--- config.mk ---
export PLATFORM = sky130hd
export DESIGN_NAME = contiguous_run_bitmap_allocator_top
export DESIGN_NICKNAME = d
export VERILOG_FILES = /design/src/rtl/crba_pkg.sv /design/src/rtl/crba_ram.sv /design/src/rtl/contiguous_run_bitmap_allocator_top.sv
export SDC_FILE = /design/constraint.sdc
export NUM_CORES = 2
export LEC_CHECK = 0
export ABC_AREA = 0
export BUFFER_PORTS_ARGS = -buffer_cell sky130_fd_sc_hd__buf_2
export CAP_MARGIN = 20
export CORE_ASPECT_RATIO = 2
export CORE_MARGIN = 2
export CORE_UTILIZATION = 50
export CTS_CLUSTER_DIAMETER = 50
export DETAILED_ROUTE_END_ITERATION = 6
export PLACE_DENSITY = 0.68
export SYNTH_ARGS = -nofsm -noshare
export SYNTH_HDL_FRONTEND = slang
export SYNTH_SLANG_ARGS = --single-unit
--- constraint.sdc ---
create_clock -name clk -period 53.5 [get_ports clk]
set_input_delay 0 -clock clk [delete_from_list [all_inputs] [get_ports clk]]
set_output_delay 0 -clock clk [all_outputs]
set_load 0.01 [all_outputs]
--- src/rtl/crba_pkg.sv ---
package crba_pkg;

  localparam int MaxBlocks = 1024;
  localparam int IdxW = $clog2(MaxBlocks);
  localparam int CntW = IdxW + 1;

  typedef enum logic [1:0] {
    CMD_RESERVE  = 2'd0,
    CMD_RELEASE  = 2'd1,
    CMD_VALIDATE = 2'd2,
    CMD_COUNT    = 2'd3
  } cmd_t;

  typedef enum logic [7:0] {
    ST_IDLE  = 8'b00000001,
    ST_CLEAR = 8'b00000010,
    ST_SCAN  = 8'b00000100,
    ST_MARK  = 8'b00001000,
    ST_RUN   = 8'b00010000,
    ST_COUNT = 8'b00100000,
    ST_RD    = 8'b01000000,
    ST_DONE  = 8'b10000000
  } state_t;

endpackage

--- src/rtl/crba_ram.sv ---
module crba_ram #(
  parameter int Width = 2,
  parameter int Depth = 1024
) (
  input  logic                     clk,
  input  logic                     we,
  input  logic [$clog2(Depth)-1:0] waddr,
  input  logic [Width-1:0]         wdata,
  input  logic [$clog2(Depth)-1:0] raddr,
  output logic [Width-1:0]         rdata
);
  logic [Width-1:0] mem [Depth];

  always_ff @(posedge clk) begin
    if (we) begin
      mem[waddr] <= wdata;
    end
    rdata <= mem[raddr];
  end
endmodule

--- src/rtl/contiguous_run_bitmap_allocator_top.sv ---
// next-fit allocator: one command per start beat, busy from accept until the result strobe
// count reads each block below blocks_in_use; release/validate read the run block by
//   block; reserve scans from the next-fit pointer (at most blocks_in_use + run_length
//   blocks), marks run_length blocks; refused reserve or block-zero release reads nothing
// throughput: next command accepted in the cycle done is high; receiver cannot stall
// reset and every blocks_in_use write clear all MaxBlocks map entries, busy high
module contiguous_run_bitmap_allocator_top (
  input  logic                  clk,
  input  logic                  rst,
  input  logic                  start,
  output logic                  busy,
  input  logic [1:0]            cmd,
  input  logic [10:0]           run_length,
  input  logic [9:0]            block_index,
  input  logic                  cfg_we,
  input  logic [10:0]           cfg_data,
  output logic                  done,
  output logic [10:0]           answer,
  output logic                  success
);
  import crba_pkg::*;

  state_t          state;
  cmd_t            op;
  logic [CntW-1:0] size;      // blocks in use
  logic [CntW-1:0] ptr;       // next-fit pointer
  logic [CntW-1:0] want;
  logic [CntW-1:0] pos;       // block being visited
  logic [CntW-1:0] cand;      // candidate run start
  logic [CntW-1:0] span;      // free blocks found from cand
  logic [CntW-1:0] steps;     // blocks scanned so far
  logic [CntW-1:0] acc;
  logic            first;
  logic            rel;

  // map memory: bit 1 used, bit 0 continuation
  logic            we;
  logic [IdxW-1:0] waddr, raddr;
  logic [1:0]      wdata, rdata;

  crba_ram #(.Width(2), .Depth(MaxBlocks)) u_map (
    .clk(clk), .we(we), .waddr(waddr), .wdata(wdata), .raddr(raddr), .rdata(rdata)
  );

  logic [CntW-1:0] pos_inc, cfg_size;
  logic            pos_in;
  assign pos_inc = pos + 1'b1;
  assign pos_in  = pos < size;
  assign cfg_size = (cfg_data == '0) ? CntW'(1) :
                    (cfg_data > CntW'(MaxBlocks)) ? CntW'(MaxBlocks) : cfg_data;

  always_comb begin
    raddr = pos[IdxW-1:0];
    we    = 1'b0;
    waddr = pos[IdxW-1:0];
    wdata = 2'b00;
    unique case (state)
      ST_CLEAR: begin
        we    = 1'b1;
        wdata = (pos == '0) ? 2'b10 : 2'b00;
      end
      ST_MARK: begin
        we    = 1'b1;
        wdata = (pos == cand) ? 2'b10 : 2'b11;
      end
      ST_RUN: begin
        // clear the block just read when releasing and it belongs to the run
        we    = rel && pos_in && rdata[1] && (first ? !rdata[0] : rdata[0]);
        wdata = 2'b00;
      end
      default: ;
    endcase
  end

  assign busy = (state != ST_IDLE);

  always_ff @(posedge clk) begin
    if (rst) begin
      state <= ST_CLEAR;
      pos   <= '0;
      size  <= CntW'(MaxBlocks);
      ptr   <= '0;
      done  <= 1'b0;
    end else begin
      done <= 1'b0;
      if (cfg_we) begin
        size  <= cfg_size;
        ptr   <= '0;
        pos   <= '0;
        state <= ST_CLEAR;
      end else begin
        unique case (state)
          ST_IDLE: begin
            if (start) begin
              op    <= cmd_t'(cmd);
              want  <= run_length;
              acc   <= '0;
              first <= 1'b1;
              rel   <= cmd_t'(cmd) == CMD_RELEASE;
              unique case (cmd_t'(cmd))
                CMD_RESERVE: begin
                  if (run_length == '0 || run_length > size) begin
                    state <= ST_DONE;
                  end else begin
                    pos   <= (ptr >= size) ? '0 : ptr;
                    cand  <= (ptr >= size) ? '0 : ptr;
                    span  <= '0;
                    steps <= '0;
                    state <= ST_RD;
                  end
                end
                CMD_RELEASE, CMD_VALIDATE: begin
                  pos   <= {1'b0, block_index};
                  state <= (cmd_t'(cmd) == CMD_RELEASE && block_index == '0) ?
                           ST_DONE : ST_RD;
                end
                CMD_COUNT: begin
                  pos   <= '0;
                  state <= ST_RD;
                end
              endcase
            end
          end
          ST_CLEAR: begin
            pos <= pos_inc;
            if (pos == CntW'(MaxBlocks - 1)) begin
              state <= ST_IDLE;
            end
          end
          ST_RD: begin
            // read address presented, data valid next cycle
            unique case (op)
              CMD_RESERVE: state <= ST_SCAN;
              CMD_COUNT:   state <= ST_COUNT;
              default:     state <= ST_RUN;
            endcase
          end
          ST_SCAN: begin
            if (rdata[1]) begin
              // used block: restart candidate after it, wrap to 0
              steps <= steps + span + 1'b1;
              span  <= '0;
              if (pos_inc >= size) begin
                pos <= '0; cand <= '0;
              end else begin
                pos <= pos_inc; cand <= pos_inc;
              end
              state <= (steps + span + 1'b1 >= size) ? ST_DONE : ST_RD;
            end else if (span + 1'b1 == want) begin
              pos   <= cand;
              acc   <= cand;
              state <= ST_MARK;
            end else if (pos_inc >= size) begin
              // run would cross the end
              steps <= steps + span + 1'b1;
              span  <= '0;
              pos   <= '0;
              cand  <= '0;
              state <= (steps + span + 1'b1 >= size) ? ST_DONE : ST_RD;
            end else begin
              span  <= span + 1'b1;
              pos   <= pos_inc;
              state <= ST_RD;
            end
          end
          ST_MARK: begin
            pos <= pos_inc;
            if (pos_inc == cand + want) begin
              ptr   <= pos_inc;
              state <= ST_DONE;
            end
          end
          ST_RUN: begin
            first <= 1'b0;
            if (pos_in && rdata[1] && (first ? !rdata[0] : rdata[0])) begin
              acc   <= acc + 1'b1;
              pos   <= pos_inc;
              state <= ST_RD;
            end else begin
              state <= ST_DONE;
            end
          end
          ST_COUNT: begin
            if (rdata[1]) begin
              acc <= acc + 1'b1;
            end
            pos   <= pos_inc;
            state <= (pos_inc >= size) ? ST_DONE : ST_RD;
          end
          ST_DONE: begin
            done    <= 1'b1;
            answer  <= acc;
            success <= acc != '0;
            state   <= ST_IDLE;
          end
          default: state <= ST_IDLE;
        endcase
      end
    end
  end
endmodule

==> results.md <==
Pwr:
- VDD sags by at most 25.23 uV.
- In this run the static leakage power is 28.48 nW.
- The power per standard cell area is 32.17 mW/mm^2.

Timing:
- The final setup skew is 47.87 ps.
- The remaining max-slew budget at the tightest pin is 0.1570.
- The routed design could run at a clock period as short as 5929 ps.
- The final-report setup violation count is 0.
- The accumulated negative setup slack is 0 ps.
- The portion of the clock cycle consumed by the worst path in the final layout is 0.1108.
- The transition time of the tightest slew-check pin is 1265 ps.
- For this run, the top clock speed supported by timing is 0.1687 GHz.
- The count of final hold-check violations is 0.
- Setup repair after global routing left no endpoint under its margin.
- The max-slew violation total from the final report is 0.

Synth:
- The flip-flop and latch count after synthesis is 2163.
- The total standard cell area after synthesis is 0.09100 sq mm.
- The main flop type after synthesis is sky130_fd_sc_hd__edfxtp_1.
- The number of warning messages in the yosys log is 0.
- The number of nets handed over by synthesis was 5986.
- After synthesis, the netlist uses 86 different library cells.
- Of the post-synthesis cell area, the dominant cell type holds 0.6992.
- The synthesized netlist cell count is 5859.
- The library cell occupying the most area in the post-synthesis netlist is sky130_fd_sc_hd__edfxtp_1.
- By area the synthesized netlist is led by sky130_fd_sc_hd__edfxtp_1 (70%), sky130_fd_sc_hd__mux4_2 (6.8%), sky130_fd_sc_hd__mux2i_1 (5.4%).
- The cell with the most instances after synthesis is sky130_fd_sc_hd__edfxtp_1.
- In this run, synthesis inferred 2119 flip-flops with an integrated enable.
- Each instance of the synthesized netlist takes up on average 15.53 sq um.
- For this run, asynchronously set or reset flops after synthesis account for 0.
- Ranked by instance count, the synthesized netlist is headed by sky130_fd_sc_hd__edfxtp_1 (2119), sky130_fd_sc_hd__nor2_1 (1095), sky130_fd_sc_hd__mux2i_1 (490).
- The share of the yosys chip area belonging to registers is 0.7089.

Finish:
- The synthesis-to-finish area growth is 11.21%.
- The count of cells in the finished layout, fillers not included, comes to 8392.
- In the final layout, the share of cells above drive strength 1 is 0.1432.
- The number of nets in the final layout is 6038.
- The filler cells instantiated in the layout total 13.95k.

Drt:
- The via-per-instance ratio is 6.599.
- The average routed wire per standard cell is 33.69 microns.
- After detailed routing, the number of remaining DRC violations is 0.
- The wire length after detailed routing is 282800 microns.
- The pre-antenna-repair detailed-routing pass consisted of 6 iterations.
- In this run, the number of DRC markers left after iteration 0 of detailed routing was 7288.
- The total vias in the final route is 55.38k.
- The detail route stage leaves a number of antenna-violating nets equal to 0.

Clocking:
- The total clock buffers created by CTS is 180.
- The count of clock tree sinks is 2163.
- Clock tree synthesis selected as its root buffer the cell sky130_fd_sc_hd__clkbuf_16.
- The clock-pin slew reported for the worst setup and hold paths after clock tree synthesis is 70 ps.
- The post-CTS resize count is 0.
- The clock passes through at most 4 buffers.
- The clock latency reported for the late side of the worst-skew pair is 850 ps.
- The count of H-tree levels built during CTS is 4.
- The clock tree from TritonCTS is built.

Global routing:
- The first global-routing pass estimated 398500 microns of wire.
- The number of global-route vias before repair is 55.73k.
- The initial antenna violation count came to 11.
- The total global routing overflow is 0.
- The largest net degree at the start of global routing is 275.
- The total track usage is 0.3019.

Place:
- The half-perimeter wire length after placement is 166100 microns.
- The instance count after placement with tap cells included is 7982.
- The number of port buffers is 51.
- The routability congestion estimate from global placement is 0.9686.

Floorplanning:
- For this configuration, the core starts out at a cell density of 0.5024.
- Measured along the x axis, the die boundary spans 305.7 microns.
- The total number of placement rows is 221.
- The die height is 607.3 microns.
- The core region is 0.1811 sq mm.
- The floorplan step defined a die boundary enclosing 0.1856 sq mm.
- In this run the count of I/O pins placed on the die edge is 52.

Setup path:
- Along the worst path, the maximum fanout reaches 113.
- The kind of launch point of the worst setup path is a flop.
- The setup path with the least slack is of type reg -> reg.
- The most prevalent standard cell on the critical path is sky130_fd_sc_hd__buf_4.
- The worst path arrival time is 6440 ps.
- The capturing element type of the critical path is a flop.
- The required time of the worst setup path is 54010 ps.
- The signal on the critical path passes through or4_1 > or4_1 > a31oi_4 > buf_4 > buf_4 > buf_4 > buf_4.
- Among all stages on the critical path, the largest delay is contributed by sky130_fd_sc_hd__buf_4.
- For this run, the slowest stage of the critical path takes 940 ps.

Min path:
- In this run the worst hold path is classified as in -> reg.

Outcome:
- The flow ran to the end, and the final reports show no timing, DRC or antenna violations.

Job:
- The max-cap check violation count is 0.
==> power breakdown <==
part / switching, mW / total [mW] / internal, mW
clock: 0.601 / 1.31 / 0.708
combinational: 0.0612 / 0.0935 / 0.0323
sequential: 0.00253 / 1.85 / 1.85
total: 0.664 / 3.26 / 2.59
==> state kept, by name, indices dropped and copies added, names as in the netlist, 2 cells and up <==
register	flops
u_map.mem	2048
pos	11
span	11
acc	11
op	2
size	11
steps	11
ptr	11
u_map.rdata	2
cand	11
answer	11
state	8
want	11
==> worst max-delay path: cells and delay by family, from the launching register on <==
family	cells	cell delay, ps
AO/OA/AOI/OAI	1	330
AND/OR/NAND/NOR	2	1280
flip-flops	1	360
buffers and inverters	4	3350
==> cells in the final DEF (no fill, tap or decap), types with 38 or more instances in the layout <==
master,count
sky130_fd_sc_hd__dfxtp_1,38
sky130_fd_sc_hd__dlygate4sd3_1,77
sky130_fd_sc_hd__o22ai_1,219
sky130_fd_sc_hd__a21oi_1,68
sky130_fd_sc_hd__clkbuf_16,182
sky130_fd_sc_hd__nand3_1,66
sky130_fd_sc_hd__mux4_2,276
sky130_fd_sc_hd__edfxtp_1,2119
sky130_fd_sc_hd__mux2i_1,490
sky130_fd_sc_hd__nor2_1,1095
sky130_fd_sc_hd__inv_1,53
sky130_fd_sc_hd__nor4_1,44
sky130_fd_sc_hd__buf_2,52
sky130_fd_sc_hd__ha_1,87
sky130_fd_sc_hd__buf_4,163
sky130_fd_sc_hd__xnor2_1,39
sky130_fd_sc_hd__o21ai_0,77
sky130_fd_sc_hd__a22oi_1,70
sky130_fd_sc_hd__nand2_1,156
==> per-stage QoR <==
stage | hold slack (ps) | instance area, sq um | power, mW | setup WS, ps | utilization
after floorplan | 69.07 | 91000 | 1.991 | 1863 | -
after global placement | 221.9 | 94050 | 1.976 | 47040 | 0.5193
after detailed placement | 229.7 | 94470 | 1.978 | 46860 | 0.5216
after CTS | 85.09 | 100900 | 3.263 | 46860 | 0.5570
after global routing | 152.1 | 101200 | 3.326 | 47250 | 0.5587
final | 128.4 | 101200 | 3.256 | 47570 | 0.5588
==> final timing paths <==
check                 from                 to  slack [ps]  cells past startpoint
setup / recovery  state[7]  u_map.mem[509][0]       47570                      7
hold / removal       start           state[0]         130                      5
setup reg to reg  state[7]  u_map.mem[509][0]       47570                      7
hold reg to reg    acc[10]         answer[10]         510                      0
==> layer usage <==
layer,vias to the layer above,share of wire,global-route usage,wire length [microns]
met2,3451,0.50,0.5088,140400
met3,990,0.091,0.05575,25860
met1,28240,0.32,0.3402,90230
li1,22692,-,-,-
met5,-,0.00024,0,69
met4,10,0.093,0.2293,26160
==> kinds of logic after synthesis <==
kind of cell               Yosys count  share of synthesized area
AOI/OAI and AO/OA                  629                    0.04558
xor gates and xnor gates            77                   0.008566
adders and majority gates           89                    0.01240
buffers and inverters              508                    0.02443
DFF                               2163                     0.7089
muxes                              770                     0.1227
and+or+nand+nor                   1623                    0.07742
==> repair_timing <==
action,in CTS,in global routing
hold buffers,77,0
buffers inserted,0,0
endpoints found under the hold margin,54,0
==> layout make-up <==
cell class	count	area [sq um]	area share
Sequential cell	2163	64530	0.6377
Multi-Input combinational cell	3188	24860	0.2456
Clock buffer	208	4652	0.04597
Timing Repair Buffer	324	2999	0.02964
Tap cell	2341	2929	0.02894
Clock inverter	102	997.2	0.009854
Inverter	54	202.7	0.002003
Antenna cell	12	30.03	0.0002967
Note: power is estimated with default switching activity, not from simulation.
